$ cat src/hdl/erbr_pkg.sv
`timescale 1ns / 1ps
`default_nettype none
// ----------------------------------------------------------------------------
// erbr_pkg
// Shared types, widths and status codes of the equal radius biarc radius block.
// ----------------------------------------------------------------------------
package erbr_pkg;

    // datapath widths
    localparam int K_W        = 104;  // discriminant P^2 - Q*S
    localparam int ROOT_W     = 52;   // floor(sqrt(K))
    localparam int REM_W      = 54;   // square root partial remainder
    localparam int P_W        = 53;   // P, signed
    localparam int Q_W        = 39;   // Q, signed
    localparam int QM_W       = 38;   // |Q|
    localparam int NM_W       = 53;   // |P - root|
    localparam int QUO_W      = 33;   // quotient bits kept
    localparam int SQRT_CELLS = ROOT_W;
    localparam int DIV_CELLS  = QUO_W;

    typedef enum logic [1:0] {
        ST_OK       = 2'd0,
        ST_NEG_DISC = 2'd1,
        ST_ZERO_DEN = 2'd2,
        ST_SAT      = 2'd3
    } status_e;

    typedef struct packed {
        logic [31:0] start_x;
        logic [31:0] start_y;
        logic [31:0] end_x;
        logic [31:0] end_y;
        logic [17:0] dir_a_x;
        logic [17:0] dir_a_y;
        logic [17:0] dir_b_x;
        logic [17:0] dir_b_y;
    } query_t;

    typedef struct packed {
        logic [31:0] radius;
        logic [1:0]  status;
    } result_t;

    // beat moving through the square root cells
    typedef struct packed {
        logic [K_W-1:0]    kr;    // radicand, consumed two bits per cell
        logic [REM_W-1:0]  rem;
        logic [ROOT_W-1:0] root;
        logic [P_W-1:0]    p;
        logic [Q_W-1:0]    q;
        status_e           st;
    } sqrt_t;

    // beat moving through the divider cells
    typedef struct packed {
        logic [QM_W-1:0]  rem;
        logic [QM_W-1:0]  qm;
        logic [QUO_W-1:0] num;    // low dividend bits, consumed one per cell
        logic [QUO_W-1:0] quo;
        logic             neg;
        logic             over;
        status_e          st;
    } div_t;

endpackage
`default_nettype wire

$ cat src/hdl/erbr_sqrt_cell.sv
`timescale 1ns / 1ps
`default_nettype none
// ----------------------------------------------------------------------------
// erbr_sqrt_cell
// One root bit per cell: restoring digit step on two radicand bits.
// ----------------------------------------------------------------------------
module erbr_sqrt_cell (
    input  wire logic            clk,
    input  wire logic            rst_n,
    input  wire logic            up_valid,
    output logic                 up_ready,
    input  wire erbr_pkg::sqrt_t up,
    output logic                 dn_valid,
    input  wire logic            dn_ready,
    output erbr_pkg::sqrt_t      dn
);
    import erbr_pkg::*;

    localparam int SH_W = REM_W + 2;

    logic        valid_reg;
    sqrt_t       data_reg, data_next;
    logic [SH_W-1:0] rem_sh, trial, diff;
    logic        take;

    // trial subtract of (4*root + 1)
    always_comb
    begin
        rem_sh    = {up.rem, up.kr[K_W-1 -: 2]};
        trial     = {2'b00, up.root, 2'b01};
        diff      = rem_sh - trial;
        take      = (rem_sh >= trial);
        data_next = up;
        data_next.kr   = {up.kr[K_W-3:0], 2'b00};
        data_next.rem  = take ? diff[REM_W-1:0] : rem_sh[REM_W-1:0];
        data_next.root = {up.root[ROOT_W-2:0], take};
    end

    assign up_ready = ~valid_reg | dn_ready;
    assign dn_valid = valid_reg;
    assign dn       = data_reg;

    always_ff @(posedge clk or negedge rst_n)
    begin
        if (!rst_n)
        begin
            valid_reg <= 1'b0;
        end
        else if (up_ready)
        begin
            valid_reg <= up_valid;
        end
    end

    always_ff @(posedge clk)
    begin
        if (up_ready && up_valid)
        begin
            data_reg <= data_next;
        end
    end

endmodule
`default_nettype wire

$ cat config.mk
export PLATFORM = sky130hd
export DESIGN_NAME = erbr_sqrt_cell
export DESIGN_NICKNAME = d
export VERILOG_FILES = /design/src/hdl/erbr_pkg.sv /design/src/hdl/erbr_sqrt_cell.sv
export SDC_FILE = /design/constraint.sdc
export NUM_CORES = 1
export LEC_CHECK = 0
export BUFFER_PORTS_ARGS = -buffer_cell sky130_fd_sc_hd__buf_4
export CORE_AREA = 2 2 240 242
export CTS_CLUSTER_DIAMETER = 80
export CTS_CLUSTER_SIZE = 40
export DETAILED_ROUTE_END_ITERATION = 16
export DIE_AREA = 0 0 242 244
export HOLD_SLACK_MARGIN = 0.03
export RECOVER_POWER = 25
export SYNTH_ARGS = -nofsm -noshare
export SYNTH_HDL_FRONTEND = slang
export SYNTH_SLANG_ARGS = --single-unit
$ cat constraint.sdc
create_clock -name clk -period 11.51 [get_ports clk]
set_input_delay 2.302 -clock clk [delete_from_list [all_inputs] [get_ports clk]]
set_output_delay 2.302 -clock clk [all_outputs]
set_load 0.005 [all_outputs]
==> impl_metrics.env <==
export IMPL_clkSlewWorstSetupHoldPaths_ns=0.10
export IMPL_start_util=0.231
export IMPL_htree_levels=1
export IMPL_finalWorstPathRequiredPeriod_ns=5.81
export IMPL_intPower_mw=1.98
export IMPL_hold_start="dn_valid$_DFFE_PN0N_"
export IMPL_total_leakage_power_nw=7.94
export IMPL_postSynthAreaPerCell_sq_um=13.8
export IMPL_synth_edff_count=302
export IMPL_max_slew_margin=0.355
export IMPL_remaining_drc_errors=0
export IMPL_route_antenna_remaining_nets=0
export IMPL_pwr_share_seq=0.480
export IMPL_status="completed"
export IMPL_ys_flop_type="edfxtp_1"
export IMPL_detailed_place_hpwl_microns=46500
export IMPL_cp_arrival_ns=6.15
export IMPL_max_vdd_ir_drop_mv=0.0855
export IMPL_yosys_register_bits=303
export IMPL_cts_sinks=303
export IMPL_grt_total_usage=0.178
export IMPL_unrepaired_setup_endpoints_after_global_routing="no"
export IMPL_ff2ff_setup_slack_ns=8.21
export IMPL_globalRoute_totalOverflow=0
export IMPL_wl_microns=55100
export IMPL_p_switching_mw=0.800
export IMPL_placed_cells_incl_taps=2286
export IMPL_final_max_slew_viol_count=0
export IMPL_hold_path_depth=2
export IMPL_regToRegEndpoint="dn[189]$_DFFE_PP_"
export IMPL_cts_repair_resized=0
export IMPL_cts_hold_fix_buffers=0
export IMPL_synthCells=939
export IMPL_final_core_utilization=0.344
export IMPL_powerDensity_mw_per_mm2=144
export IMPL_total_power_mw=2.78
export IMPL_drt_pass1_iterations=5
export IMPL_mostFrequentLayoutCells="buf_4, edfxtp_1, clkbuf_4"
export IMPL_number_of_max_cap_violations=0
export IMPL_postLayoutSetupSlackWorst_ns=5.70
export IMPL_path_type_of_the_worst_min_delay_path="flip-flop to flip-flop"
export IMPL_worstMarginPinSlew_ns=0.967
export IMPL_cts_tree="done"
export IMPL_critical_path_reg2reg_startpoint="dn_valid$_DFFE_PN0N_"
export IMPL_fp_dieH_microns=244
export IMPL_cts_root_buf="clkbuf_16"
export IMPL_detail_route_wl_per_cell_microns=23.6
export IMPL_globalplace_congestion=0.918
export IMPL_finish_cell_count_without_fillers=2338
export IMPL_cts_repair_timing_setup_buffer_count=0
export IMPL_clk_path_buf_depth=3
export IMPL_worstHoldEndpoint="dn_valid$_DFFE_PN0N_"
export IMPL_startpoint_class_of_the_critical_path="primary input"
export IMPL_synth_cell_area_sq_mm=0.0130
export IMPL_final_layout_size_suffix_gt1_frac=0.414
export IMPL_number_of_antenna_violations_at_the_first_check_in_global_routing=21
export IMPL_number_of_cts_inserted_buffers=24
export IMPL_worstSkewPairLatency_ns=0.56
export IMPL_ys_warnings_count=0
export IMPL_p_clk_frac=0.346
export IMPL_nets=1918
export IMPL_timing_hold_violations_final=0
export IMPL_vias_in_the_first_global_route=10400
export IMPL_worstSetupPathType="primary input to flip-flop"
export IMPL_pwr_share_comb=0.174
export IMPL_drtIter0Drc=479
export IMPL_worst_endpoint_required_ns=11.84
export IMPL_grt_max_degree=99
export IMPL_setup_violations=0
export IMPL_ioPinCount=614
export IMPL_area_growth_syn_to_layout_pct=48.9
export IMPL_setup_tns_ns=0
export IMPL_vias_per_cell=4.37
export IMPL_max_freq_mhz=172
export IMPL_setup_worst_path_end_class="flip-flop"
export IMPL_finClkSkew_ns=0.0208
export IMPL_synth_async_reset_ratio=0.00330
export IMPL_fill_cells=5682
export IMPL_die_w_microns=242
export IMPL_mostFrequentLayoutCell="buf_4"
export IMPL_post_synthesis_sequential_area_ratio=0.700
export IMPL_std_cell_rows=87
export IMPL_critPathMaxFanout=98
export IMPL_core_area_sq_mm=0.0562
export IMPL_period_share=0.505
export IMPL_synthDistinctLibCells=68
export IMPL_ff2ff_path_depth=4
export IMPL_grt_pass1_wl_microns=75500
export IMPL_io_buffer_count=611
export IMPL_die_area_sq_mm=0.0590
export IMPL_via_count=10200
export IMPL_dp_slack_ns=5.06
export IMPL_sw_frac_of_total=0.288
-- flip-flops by register name (all words and copies together), names as in the netlist --
signal    cells
dn          302
dn_valid      1
-- metal layers --
metal,up-vias,track usage,part of all wire
met1,4932,0.184,0.34
met2,453,0.332,0.54
met4,0,0.0576,0.024
li1,4754,-,-
met3,75,0.0672,0.096
met5,-,0,0
-- worst max-delay path, cell delays in order --
cell	delay (ns)
clkbuf_1	0.10
inv_1	0.06
ha_1	0.36
a21o_1	0.21
nand2b_1	0.14
o21ai_0	0.56
a31oi_2	0.24
o31ai_2	0.44
a211oi_4	0.15
o31ai_4	0.19
buf_4	0.77
inv_2	0.26
mux2_2	0.34
-- cell usage after synthesis (all sizes together), types with 13 or more instances --
cell type | count | area share
a21o | 18 | 0.010
a21oi | 65 | 0.025
clkbuf | 16 | 0.0046
edfxtp | 302 | 0.70
ha | 54 | 0.052
inv | 75 | 0.022
nand2 | 92 | 0.027
nand4 | 14 | 0.0072
nor2 | 32 | 0.0093
nor3 | 13 | 0.0050
o21ai | 85 | 0.033
xnor2 | 29 | 0.020
xor2 | 13 | 0.0088
-- power groups by stage --
stage / registers [mW] / clock network (mW) / logic [mW]
CTS: 1.34 / 0.998 / 0.498
floorplan: 1.38 / 0 / 0.202
global route: 1.34 / 1.03 / 0.533
detailed placement: 1.36 / 0 / 0.497
global placement: 1.36 / 0 / 0.491
finish: 1.34 / 0.962 / 0.484
-- worst max-delay path by stage --
stage              from                 to  slack [ns]  cells past startpoint
6_report         up[99]  dn[155]$_DFFE_PP_        5.70                     13
5_1_grt          up[99]  dn[155]$_DFFE_PP_        5.40                     13
4_1_cts          up[99]  dn[155]$_DFFE_PP_        5.71                     13
3_5_place_dp     up[99]  dn[155]$_DFFE_PP_        5.06                     13
3_3_place_gp     up[99]  dn[155]$_DFFE_PP_        5.16                     13
2_1_floorplan  dn_ready    dn[0]$_DFFE_PP_        1.48                      2
-- per-stage QoR --
step / cell area (sq um) / hold WS (ns)
after floorplan: 13000 / 0.537
after global routing: 19300 / 0.614
final: 19300 / 0.570
after CTS: 19400 / 0.566
after detailed placement: 18400 / 0.539
after global placement: 18400 / 0.536
-- final cells by class --
class,instances,area [sq um],area share
flip-flops and latches,303,9090,0.470
repair buffers,616,4530,0.235
multi-input cells,536,3500,0.181
well taps,756,946,0.0489
clock buffers,24,601,0.0311
clock inverters,20,353,0.0183
inverters,75,282,0.0146
diodes,8,20.0,0.00104
-- logic make-up (layout without fill, tap and decap cells) --
group / count (synthesis) / after routing / share of synthesized area
AOI/OAI and AO/OA: 240 / 240 / 0.116
xor gates and xnor gates: 42 / 42 / 0.0283
adders and majority gates: 54 / 54 / 0.0520
buffers and inverters: 101 / 735 / 0.0310
DFF: 303 / 303 / 0.700
muxes: 3 / 3 / 0.00251
other: 1 / 10 / 0.000289
and+or+nand+nor: 195 / 195 / 0.0698
(Power assumes the default switching activity.)
