===== src/hdl/erbr_pkg.sv =====
`timescale 1ns / 1ps
`default_nettype none
// ----------------------------------------------------------------------------
// erbr_pkg
// Shared types, widths and status codes of the equal radius biarc radius block.
// ----------------------------------------------------------------------------
package erbr_pkg;

    // datapath widths
    localparam int K_W        = 104;  // discriminant P^2 - Q*S
    localparam int ROOT_W     = 52;   // floor(sqrt(K))
    localparam int REM_W      = 54;   // square root partial remainder
    localparam int P_W        = 53;   // P, signed
    localparam int Q_W        = 39;   // Q, signed
    localparam int QM_W       = 38;   // |Q|
    localparam int NM_W       = 53;   // |P - root|
    localparam int QUO_W      = 33;   // quotient bits kept
    localparam int SQRT_CELLS = ROOT_W;
    localparam int DIV_CELLS  = QUO_W;

    typedef enum logic [1:0] {
        ST_OK       = 2'd0,
        ST_NEG_DISC = 2'd1,
        ST_ZERO_DEN = 2'd2,
        ST_SAT      = 2'd3
    } status_e;

    typedef struct packed {
        logic [31:0] start_x;
        logic [31:0] start_y;
        logic [31:0] end_x;
        logic [31:0] end_y;
        logic [17:0] dir_a_x;
        logic [17:0] dir_a_y;
        logic [17:0] dir_b_x;
        logic [17:0] dir_b_y;
    } query_t;

    typedef struct packed {
        logic [31:0] radius;
        logic [1:0]  status;
    } result_t;

    // beat moving through the square root cells
    typedef struct packed {
        logic [K_W-1:0]    kr;    // radicand, consumed two bits per cell
        logic [REM_W-1:0]  rem;
        logic [ROOT_W-1:0] root;
        logic [P_W-1:0]    p;
        logic [Q_W-1:0]    q;
        status_e           st;
    } sqrt_t;

    // beat moving through the divider cells
    typedef struct packed {
        logic [QM_W-1:0]  rem;
        logic [QM_W-1:0]  qm;
        logic [QUO_W-1:0] num;    // low dividend bits, consumed one per cell
        logic [QUO_W-1:0] quo;
        logic             neg;
        logic             over;
        status_e          st;
    } div_t;

endpackage
`default_nettype wire


===== src/hdl/erbr_div_cell.sv =====
`timescale 1ns / 1ps
`default_nettype none
// ----------------------------------------------------------------------------
// erbr_div_cell
// One quotient bit per cell: restoring compare and subtract against |Q|.
// ----------------------------------------------------------------------------
module erbr_div_cell (
    input  wire logic           clk,
    input  wire logic           rst_n,
    input  wire logic           up_valid,
    output logic                up_ready,
    input  wire erbr_pkg::div_t up,
    output logic                dn_valid,
    input  wire logic           dn_ready,
    output erbr_pkg::div_t      dn
);
    import erbr_pkg::*;

    logic            valid_reg;
    div_t            data_reg, data_next;
    logic [QM_W:0]   rem_sh, diff;
    logic            take;

    always_comb
    begin
        rem_sh    = {up.rem, up.num[QUO_W-1]};
        diff      = rem_sh - {1'b0, up.qm};
        take      = (rem_sh >= {1'b0, up.qm});
        data_next = up;
        data_next.rem = take ? diff[QM_W-1:0] : rem_sh[QM_W-1:0];
        data_next.num = {up.num[QUO_W-2:0], 1'b0};
        data_next.quo = {up.quo[QUO_W-2:0], take};
    end

    assign up_ready = ~valid_reg | dn_ready;
    assign dn_valid = valid_reg;
    assign dn       = data_reg;

    always_ff @(posedge clk or negedge rst_n)
    begin
        if (!rst_n)
        begin
            valid_reg <= 1'b0;
        end
        else if (up_ready)
        begin
            valid_reg <= up_valid;
        end
    end

    always_ff @(posedge clk)
    begin
        if (up_ready && up_valid)
        begin
            data_reg <= data_next;
        end
    end

endmodule
`default_nettype wire


===== config.mk =====
export PLATFORM = sky130hd
export DESIGN_NAME = erbr_div_cell
export DESIGN_NICKNAME = d
export VERILOG_FILES = /design/src/hdl/erbr_pkg.sv /design/src/hdl/erbr_div_cell.sv
export SDC_FILE = /design/constraint.sdc
export NUM_CORES = 1
export LEC_CHECK = 0
export ABC_AREA = 1
export BUFFER_PORTS_ARGS = -buffer_cell sky130_fd_sc_hd__buf_4
export CELL_PAD_IN_SITES_DETAIL_PLACEMENT = 0
export CELL_PAD_IN_SITES_GLOBAL_PLACEMENT = 2
export CORE_MARGIN = 2
export CORE_UTILIZATION = 26
export DETAILED_ROUTE_END_ITERATION = 10
export HOLD_SLACK_MARGIN = 0.02
export PLACE_DENSITY = 0.84
export REMOVE_ABC_BUFFERS = 1
export SLEW_MARGIN = 40
export SYNTH_ARGS = -nofsm -noshare
export SYNTH_HDL_FRONTEND = slang
export SYNTH_SLANG_ARGS = --single-unit

===== constraint.sdc =====
create_clock -name clk -period 8.15 [get_ports clk]
set_input_delay 0.4075 -clock clk [delete_from_list [all_inputs] [get_ports clk]]
set_output_delay 0.4075 -clock clk [all_outputs]
set_load 0.01 [all_outputs]

==> results.py, run 1 <==
metrics = {
    "clock_tree": {
        "cts.sinks": 146,
        "cts-resized-gates": 0,
        "h-tree-depth": 4,
        "cts_made_buffers": 17,
        "cts_buffer_depth": 2,
        "insertion_delay_ns": 0.43,
        "postCtsSetupBuffers": 0,
        "clkTransAtPathRegs_ns": 0.06,
        "hold_buffers": 1,
        "cts_tree": "built",
        "clock-root-buffer": "clkbuf_16",
    },
    "final_layout": {
        "nNetsFinal": 1429,
        "area_growth_pct": 39.6,
        "drive_gt1_frac": 0.294,
        "diodes": 0,
    },
    "critical_path": {
        "cp_num_buf_inv": 4,
        "path_delay_family": "simple AND/OR/NAND/NOR gates",
        "cpPeakStageDelay_ns": 0.37,
        "cp-end-kind": "flip-flop",
        "cpMostUsedCell": "nand2_1",
        "worstPathRequired_ns": 8.33,
        "rr_worst_depth": 3,
        "path_cells": "buf_4 -> inv_1 -> ha_1 -> nand2_2 -> inv_1 -> nand2_1 -> nand2_1 -> a21oi_2 -> nand2_1 -> nand2_1 -> nand4_4 -> buf_16 -> nand3_1 -> nand2_1",
        "reg2reg_from": "dn_valid",
        "path_class": "input pin to flip-flop",
        "critical_path.slowest_cell": "ha_1",
        "crit_fanout": 22,
        "reg2reg_to": "dn[68]",
        "rrSetupSlack_ns": 5.98,
        "start_kind": "input pin",
        "worstPathArrival_ns": 2.62,
    },
    "synthesis": {
        "seq_area_frac_synth": 0.532,
        "postSynthAreaPerCell_um2": 8.84,
        "yosysUniqueCellTypes": 36,
        "ys_ff_latch": 146,
        "syn_area_mm2": 0.00823,
        "synthCells": 931,
        "ys_warn_count": 0,
    },
    "route": {
        "first_pass_iters": 5,
        "ant_nets": 0,
        "remaining_drc_errors": 0,
        "wirelength_um": 26300,
        "num_vias": 6990,
        "wire_per_inst_um": 15.9,
        "drt_iter0_drc": 318,
        "avgViaCountPerCell": 4.22,
    },
    "timing": {
        "slew_viol_final": 0,
        "finalSetupViolCount": 0,
        "holdWs_ns": 0.143,
        "finalCritPeriodShare": 0.300,
        "worst_slew_pin_slew_ns": 0.661,
        "fin_setup_tns_ns": 0,
        "rsz0062_at_grt": "false",
        "max_freq_mhz": 409,
        "slew_headroom": 0.560,
        "fin_crit_ns": 2.44,
        "fin_skew_ns": 0.0134,
        "hold_violations": 0,
    },
    "power_and_ir_drop": {
        "switching_share": 0.278,
        "comb_power_share": 0.216,
        "power.switching_mw": 0.608,
        "peakVddDrop_v": 0.000123,
        "p_clk_frac": 0.368,
        "p_leak_nw": 5.64,
        "p_per_area_mw_per_mm2": 190,
        "pwr-share-seq": 0.416,
        "internal-power_mw": 1.58,
    },
    "global_route": {
        "track_usage": 0.159,
        "grt_start_max_net_pins": 56,
        "grt_pass1_vias": 7156,
        "antenna_found_initial": 0,
        "grt_pass1_wl_um": 39900,
        "gr-total-overflow": 0,
    },
    "place": {
        "hpwl_um": 21000,
        "port-buffer-count": 295,
        "gp_congestion": 0.841,
    },
    "outcome": {
        "outcome": "completed",
    },
    "floorplanning": {
        "die_height_um": 182,
        "rows": 65,
        "initial_core_util": 0.262,
        "pin_count": 298,
        "dieArea_mm2": 0.0331,
        "core_mm2": 0.0314,
        "die-width_um": 182,
    },
    "worst_hold_path": {
        "hold_start": "up[41]",
        "hold_end": "dn[42]",
        "holdPathStages": 1,
        "hp-class": "input pin to flip-flop",
    },
    "flow_run": {
        "maxCapViolations": 0,
    },
}
## how the worst max path moves through the flow
stage / start / to / slack, ns / depth (start not counted)
after floorplan: dn_valid / dn[0] / 0.02 / 1
after global placement: up[100] / dn[133] / 5.02 / 11
after detailed placement: up[91] / dn[133] / 5.00 / 13
after CTS: up[91] / dn[133] / 5.48 / 13
after global routing: up[91] / dn[133] / 5.51 / 14
final: up[91] / dn[133] / 5.71 / 14
## Yosys cell counts, drive strengths merged
cell type / count / share of area
edfxtp: 145 / 0.53
or2: 1 / 0.00076
clkinv: 1 / 0.00046
o21bai: 4 / 0.0036
nand4: 5 / 0.0056
dfrtp: 1 / 0.0030
nor3b: 1 / 0.00091
xnor2: 1 / 0.0011
nor2: 75 / 0.039
nand3: 82 / 0.055
fa: 1 / 0.0024
a21oi: 27 / 0.018
a21boi: 1 / 0.00091
and2: 1 / 0.00076
conb: 1 / 0.00046
nor4: 1 / 0.00076
inv: 167 / 0.076
nor3: 5 / 0.0036
xor2: 19 / 0.020
ha: 38 / 0.058
nand2: 329 / 0.15
o21ai: 7 / 0.0043
nand3b: 7 / 0.0064
buf: 11 / 0.016
## flip-flops by register name, indices dropped and copies added (netlist names)
name	cells
dn	145
dn_valid	1
## routing by layer
layer,GRT usage,vias up,wire [um]
met5,0,-,0
met4,0.0474,0,320
met3,0.0455,17,1770
met2,0.271,230,12500
met1,0.196,3152,11700
li1,-,3591,-
## cells in the final DEF, fill, tap and decap left out, types with 2 or more instances in the layout
cell type   Yosys  final
nand2_1       315    315
buf_4           1    299
inv_1         165    165
edfxtp_1      145    145
nand3_1        74     74
nor2_1         64     64
ha_1           38     38
a21oi_1        24     23
xor2_1         19     19
clkbuf_16       0     17
nand2_2        13     13
nor2_2          9      9
nand3_2         8      8
nand3b_1        7      7
o21ai_0         6      6
o21bai_1        4      4
nor3_1          4      4
nand4_1         4      4
a21oi_2         3      3
bufinv_16       0      3
inv_6           0      3
clkinvlp_4      0      3
clkbuf_1        0      3
nor2_4          2      2
inv_2           2      2
clkinv_1        1      2
## power groups by stage
stage	Clock [mW]	Combinational, mW	Sequential [mW]
3_3_place_gp	0	0.475	0.924
3_5_place_dp	0	0.477	0.926
2_1_floorplan	0	0.225	0.963
5_1_grt	0.860	0.532	0.914
4_1_cts	0.833	0.479	0.910
6_report	0.802	0.472	0.909
## cell families after synthesis
group,count (synthesis),synth area share
simple gates,507,0.267
buf+inv,179,0.0923
flops,146,0.532
compound gates,39,0.0266
fa+ha+maj,39,0.0602
xor+xnor,20,0.0213
other cells,1,0.000456
## through the flow
stage                     instance area, um^2  total power [mW]   util  setup WS, ns  std cells
after floorplan                          8100              1.19      -        0.0180        920
after global placement                  10900              1.40  0.346          5.02       1621
after detailed placement                10900              1.40  0.346          5.00       1621
final                                   11500              2.18  0.366          5.71       1655
after CTS                               11500              2.22  0.365          5.48       1654
after global routing                    11500              2.31  0.366          5.51       1655
## area by class of cell
cell class | instances | area, um^2
repair buffers | 301 | 2280
multi-input cells | 606 | 3100
well taps | 402 | 503
inverters | 168 | 631
clock inverters | 12 | 156
clock buffers | 20 | 437
flip-flops and latches | 146 | 4380
fillers | 3298 | 19900
Note: power is estimated with default switching activity, not from simulation.
==> run 2, diff against run 1 <==
--- a/config.mk
+++ b/config.mk
@@ -10,10 +10,10 @@
 export CELL_PAD_IN_SITES_DETAIL_PLACEMENT = 0
 export CELL_PAD_IN_SITES_GLOBAL_PLACEMENT = 2
 export CORE_MARGIN = 2
-export CORE_UTILIZATION = 26
+export CORE_UTILIZATION = 29
 export DETAILED_ROUTE_END_ITERATION = 10
 export HOLD_SLACK_MARGIN = 0.02
-export PLACE_DENSITY = 0.84
+export PLACE_DENSITY = 0.88
 export REMOVE_ABC_BUFFERS = 1
 export SLEW_MARGIN = 40
 export SYNTH_ARGS = -nofsm -noshare
==> constraint.sdc (replaced) <==
create_clock -name clk -period 2.5 [get_ports clk]
set_input_delay 0.125 -clock clk [delete_from_list [all_inputs] [get_ports clk]]
set_output_delay 0.125 -clock clk [all_outputs]
set_load 0.01 [all_outputs]
==> run 2 against run 1 <==
- global-route usage increased by 2.5 points
- non-clock buffer count increased by 158
- wire length increased by 5.3%
- count of clock-buffer cells in the layout decreased by 2
- worst setup slack got worse by 5.5 ns
- hold slack improved by 0.23 ns
- core utilization increased by 10 points
- register-to-register slack got worse by 5.0 ns
- first-iteration DRC count increased by 12%
==> results.py, run 2 (synthesis gave the netlist of run 1 again) <==
metrics = {
    "outcome": {
        "outcome": "completed",
    },
    "final_layout": {
        "drive_gt1_frac": 0.279,
        "final_cell_mix": "314 x nand2_1, 306 x buf_4, 165 x inv_1",
        "final_common_cell": "nand2_1",
        "largest_reg_flops": 145,
        "stdcell_area_mm2": 0.0131,
        "area_growth_pct": 59.0,
        "nFillCells": 2691,
        "nNetsFinal": 1587,
    },
    "floorplanning": {
        "initial_core_util": 0.295,
        "pin_count": 298,
        "die_height_um": 172,
        "die-width_um": 172,
        "rows": 61,
        "core_mm2": 0.0279,
        "dieArea_mm2": 0.0297,
    },
    "clock_tree": {
        "cts.sinks": 146,
        "cts_buffer_depth": 2,
        "clkTransAtPathRegs_ns": 0.07,
        "cts_made_buffers": 17,
        "h-tree-depth": 4,
        "clock-root-buffer": "clkbuf_16",
        "cts_tree": "built",
        "insertion_delay_ns": 0.44,
    },
    "critical_path": {
        "rrSetupSlack_ns": 0.99,
        "worstPathArrival_ns": 2.62,
        "start_kind": "input pin",
        "worstPathRequired_ns": 2.80,
        "cp-end-kind": "flip-flop",
        "path_class": "input pin to flip-flop",
        "crit_fanout": 37,
    },
    "timing": {
        "fin_crit_ns": 2.32,
        "worst_slew_pin_slew_ns": 0.517,
        "rsz0062_at_grt": "false",
        "fin_skew_ns": 0.00957,
        "slew_headroom": 0.655,
        "finalCritPeriodShare": 0.928,
        "slew_viol_final": 0,
        "finalSetupViolCount": 0,
        "max_freq_mhz": 431,
        "worst_slack_ns": 0.180,
        "fin_setup_tns_ns": 0,
        "hold_violations": 0,
    },
    "place": {
        "place_ws_ns": 0.121,
        "gp_congestion": 0.852,
        "hpwl_um": 20800,
        "port-buffer-count": 295,
        "dpl_cell_area_mm2": 0.0110,
    },
    "global_route": {
        "grt_pass1_wl_um": 41700,
        "grt_start_max_net_pins": 90,
        "antenna_found_initial": 1,
        "track_usage": 0.185,
        "gr-total-overflow": 0,
        "grt_pass1_vias": 7905,
    },
    "route": {
        "wirelength_um": 27700,
        "wire_per_inst_um": 15.5,
        "drt_iter0_drc": 357,
        "num_vias": 7574,
        "ant_nets": 0,
        "avgViaCountPerCell": 4.23,
        "remaining_drc_errors": 0,
        "first_pass_iters": 4,
    },
    "power_and_ir_drop": {
        "peakVddDrop_v": 0.000350,
        "p_per_area_mw_per_mm2": 559,
        "p_leak_nw": 6.32,
        "total_power_mw": 7.32,
    },
    "flow_run": {
        "maxCapViolations": 0,
    },
    "worst_hold_path": {
        "hp-class": "input pin to flip-flop",
    },
}
run 2: changes by cell type in the layout (fill, tap and decap cells not counted), moves of 3 or more:
| cell | delta |
|---|---|
| buf_12 | +5 |
| buf_4 | +7 |
| dlygate4sd3_1 | +147 |
| inv_6 | +3 |
| nor2_1 | -5 |
| nor2_2 | +4 |
run 2: metrics by stage:
step | instances | hold WS [ns] | utilization
after global placement | 1606 | -0.0990 | 0.393
after CTS | 1786 | 0.360 | 0.467
after detailed placement | 1606 | -0.0986 | 0.393
final | 1790 | 0.372 | 0.470
after floorplan | 920 | -0.171 | -
after global routing | 1790 | 0.395 | 0.470
run 2: worst paths after layout:
check | cells past startpoint | start | end
worst max-delay path | 17 | up[88] | dn[143]
worst min-delay path | 4 | dn_ready | dn[31]
worst min register to register | 2 | dn_valid | dn[31]
max in group asynchronous | 3 | rst_n | dn_valid
worst max register to register | 2 | dn_valid | dn[104]
min in group asynchronous | 3 | rst_n | dn_valid
run 2: repair_timing:
| action | 4_1_cts | 5_1_grt |
|---|---|---|
| hold buffers | 148 | 0 |
| endpoints found under the hold margin | 146 | 0 |
| buffers inserted | 0 | 3 |
| gates resized for setup | 0 | 13 |
| setup endpoints to repair | 0 | 37 |
run 2: layout make-up:
class	count	area (um^2)	area share
Antenna cell	1	2.50	0.000191
Clock buffer	18	429	0.0328
Clock inverter	14	141	0.0108
Inverter	168	631	0.0482
Multi-Input combinational cell	606	3150	0.241
Sequential cell	146	4380	0.335
Tap cell	378	473	0.0361
Timing Repair Buffer	459	3880	0.296
run 2: worst max-delay path, stage by stage:
cell and delay [ns]:
dlygate4sd3_1 0.56, buf_4 0.12, inv_1 0.03, ha_1 0.35, nand2_1 0.16, inv_1 0.05, nand2_1 0.06, nand2_1 0.10
a21oi_2 0.16, buf_4 0.14, nor2_1 0.05, nor2_2 0.13, nand2_2 0.09, nand2_4 0.07, buf_12 0.19, nand3_1 0.10
nand2_1 0.08
run 2: power breakdown:
| group | internal, mW | switching [mW] | leakage [nW] |
|---|---|---|---|
| combinational | 0.827 | 0.945 | 4.65 |
| clock | 1.40 | 1.18 | 0.273 |
| sequential | 2.92 | 0.0500 | 1.39 |
run 2: layer usage:
| metal | track usage | part of all wire | vias to the layer above |
|---|---|---|---|
| li1 | - | - | 3906 |
| met1 | 0.224 | 0.43 | 3445 |
| met2 | 0.331 | 0.50 | 206 |
| met3 | 0.0405 | 0.065 | 17 |
| met4 | 0.0438 | 0.013 | 0 |
| met5 | 0 | 0 | - |
==> run 3, diff against run 2 <==
--- a/config.mk
+++ b/config.mk
@@ -5,15 +5,14 @@
 export SDC_FILE = /design/constraint.sdc
 export NUM_CORES = 1
 export LEC_CHECK = 0
-export ABC_AREA = 1
 export BUFFER_PORTS_ARGS = -buffer_cell sky130_fd_sc_hd__buf_4
 export CELL_PAD_IN_SITES_DETAIL_PLACEMENT = 0
 export CELL_PAD_IN_SITES_GLOBAL_PLACEMENT = 2
 export CORE_MARGIN = 2
-export CORE_UTILIZATION = 29
+export CORE_UTILIZATION = 30
 export DETAILED_ROUTE_END_ITERATION = 10
 export HOLD_SLACK_MARGIN = 0.02
-export PLACE_DENSITY = 0.88
+export PLACE_DENSITY = 0.87
 export REMOVE_ABC_BUFFERS = 1
 export SLEW_MARGIN = 40
 export SYNTH_ARGS = -nofsm -noshare
==> run 3 against run 2 <==
- critical path depth shrank 6
- sequential share of layout area increased by 1.0 points
- area after synthesis decreased by 12%
- clock power barely moved
- final cell count down 19%
- first-iteration DRC count is 14% lower
- combinational power increased by 7%
- non-clock buffer count rose by 87
- final area fell by 3.0%
- highest routed layer unchanged
==> results.py, run 3 <==
metrics = {
    "outcome": {
        "outcome": "completed",
    },
    "floorplanning": {
        "initial_core_util": 0.307,
        "pin_count": 298,
        "die-width_um": 159,
        "rows": 56,
        "die_height_um": 159,
        "dieArea_mm2": 0.0253,
        "core_mm2": 0.0235,
    },
    "critical_path": {
        "worstPathArrival_ns": 2.60,
        "path_class": "input pin to flip-flop",
        "cpPeakStageDelay_ns": 0.54,
        "worstPathRequired_ns": 2.67,
        "start_kind": "input pin",
        "rrSetupSlack_ns": 0.85,
        "cp-end-kind": "flip-flop",
        "critical_path.slowest_cell": "or4_4",
        "path_cells": "buf_4 -> ha_2 -> nand3_2 -> or4_4 -> or4_4 -> nand3_2 -> o21bai_2 -> nand2_2 -> buf_12 -> and2_0 -> a31o_2",
        "crit_fanout": 5,
    },
    "synthesis": {
        "synth_largest_area_cell": "edfxtp_1",
        "postSynthAreaPerCell_um2": 12.5,
        "synth_area_leaders": "edfxtp_1 60%, ha_1 6.6%, a21oi_1 2.9%",
        "ys_ff_latch": 146,
        "synth_top_cell_area_share": 0.603,
        "synthFlopType": "edfxtp_1",
        "synthCells": 579,
        "syn_area_mm2": 0.00722,
        "synth_edf_count": 145,
        "synthArstFlopShare": 0.00685,
        "seq_area_frac_synth": 0.606,
        "ys_warn_count": 0,
        "post-synth-top-count-cell": "edfxtp_1",
        "synthTopCellsByCount": "145 x edfxtp_1, 52 x inv_1, 44 x nand2_1, 42 x a21oi_1, 38 x ha_1",
        "yosysUniqueCellTypes": 61,
    },
    "route": {
        "avgViaCountPerCell": 4.45,
        "drt_iter0_drc": 306,
        "num_vias": 6495,
        "remaining_drc_errors": 0,
        "wirelength_um": 23800,
        "first_pass_iters": 5,
        "ant_nets": 0,
        "wire_per_inst_um": 16.3,
    },
    "global_route": {
        "gr-total-overflow": 0,
        "grt_pass1_vias": 6689,
        "antenna_found_initial": 0,
        "grt_pass1_wl_um": 36900,
        "track_usage": 0.186,
        "grt_start_max_net_pins": 59,
    },
    "clock_tree": {
        "h-tree-depth": 4,
        "cts_buffer_depth": 2,
        "insertion_delay_ns": 0.42,
        "clkTransAtPathRegs_ns": 0.07,
        "cts_tree": "built",
        "clock-root-buffer": "clkbuf_16",
        "cts_made_buffers": 17,
        "cts.sinks": 146,
    },
    "final_layout": {
        "nNetsFinal": 1315,
        "final_cell_mix": "417 x buf_4, 145 x edfxtp_1, 123 x dlygate4sd3_1",
        "largest_reg_flops": 145,
        "regArea_mm2": 0.00438,
        "multiInputGateArea_mm2": 0.00263,
        "area_growth_pct": 75.7,
        "diodes": 0,
        "nFillCells": 2068,
        "drive_gt1_frac": 0.460,
        "final_common_cell": "buf_4",
    },
    "power_and_ir_drop": {
        "p_per_area_mw_per_mm2": 588,
        "total_power_mw": 7.46,
        "peakVddDrop_v": 0.000397,
        "p_leak_nw": 5.53,
    },
    "place": {
        "port-buffer-count": 295,
        "hpwl_um": 17600,
        "gp_congestion": 0.853,
    },
    "timing": {
        "hold_violations": 0,
        "slew_viol_final": 0,
        "holdWs_ns": 0.0374,
        "finalSetupViolCount": 0,
        "fin_skew_ns": 0.0125,
        "max_freq_mhz": 412,
        "fin_crit_ns": 2.43,
        "finalCritPeriodShare": 0.970,
    },
    "worst_hold_path": {
        "hp-class": "input pin to flip-flop",
    },
    "flow_run": {
        "maxCapViolations": 0,
    },
}
## run 3: layer usage
layer | global-route usage | vias up | share of wire | wire length (um)
met5 | 0 | - | 0 | 0
met4 | 0.0483 | 0 | 0.013 | 313
met3 | 0.0341 | 20 | 0.046 | 1100
met2 | 0.335 | 199 | 0.52 | 12300
met1 | 0.228 | 3050 | 0.42 | 10100
li1 | - | 3226 | - | -
## run 3: logic make-up (layout without fill, tap and decap cells)
| kind of cell | count (synthesis) | after routing | synth area share |
|---|---|---|---|
| AO/OA/AOI/OAI | 149 | 149 | 0.135 |
| flip-flops | 146 | 146 | 0.606 |
| AND/OR/NAND/NOR | 143 | 143 | 0.105 |
| buffers and inverters | 71 | 631 | 0.0473 |
| adder cells (fa/ha/maj) | 39 | 39 | 0.0686 |
| XOR/XNOR | 29 | 29 | 0.0352 |
| other | 1 | 1 | 0.000519 |
| multiplexers | 1 | 1 | 0.00139 |
## run 3: power by group
group,switching [mW],internal (mW)
logic,0.865,1.02
registers,0.0492,2.92
clock network,1.24,1.37
## run 3: path summary, 6_finish.rpt
path | endpoint | start | cells after the start
max in group asynchronous | dn_valid | rst_n | 3
setup / recovery | dn[124] | up[122] | 11
setup reg to reg | dn[144] | dn_valid | 3
hold / removal | dn[120] | up[119] | 3
hold reg to reg | dn[36] | dn_valid | 2
min in group asynchronous | dn_valid | rst_n | 3
## run 3: worst max-delay path, delay by kind of cell
kind | cells | cell delay (ns)
adder cells (fa/ha/maj) | 1 | 0.37
AND/OR/NAND/NOR | 6 | 1.50
AO/OA/AOI/OAI | 2 | 0.32
buffers and inverters | 2 | 0.26
## run 3: area by class of cell
type / instances / share of cell area
Sequential cell: 146 / 0.345
Multi-Input combinational cell: 362 / 0.207
Inverter: 53 / 0.0159
Clock buffer: 17 / 0.0335
Timing Repair Buffer: 546 / 0.353
Clock inverter: 15 / 0.0144
Tap cell: 319 / 0.0314
## run 3: stage by stage
step	setup WS, ns	utilization	cell area, um^2	instances	setup TNS (ns)
floorplan	-1.95	-	7080	561	-302.93
global placement	-0.359	0.456	10700	1303	-11.36
detailed placement	-0.497	0.456	10700	1303	-15.42
CTS	0.00246	0.534	12600	1458	0
global route	-0.000574	0.539	12700	1458	-0.000574
finish	0.0742	0.539	12700	1458	0
## run 3: what timing repair did
item,CTS,global route
hold buffers,123,0
buffers inserted,0,0
endpoints found under the hold margin,121,0
pin swaps,0,2
resized for setup,2,23
setup endpoints to repair,19,37
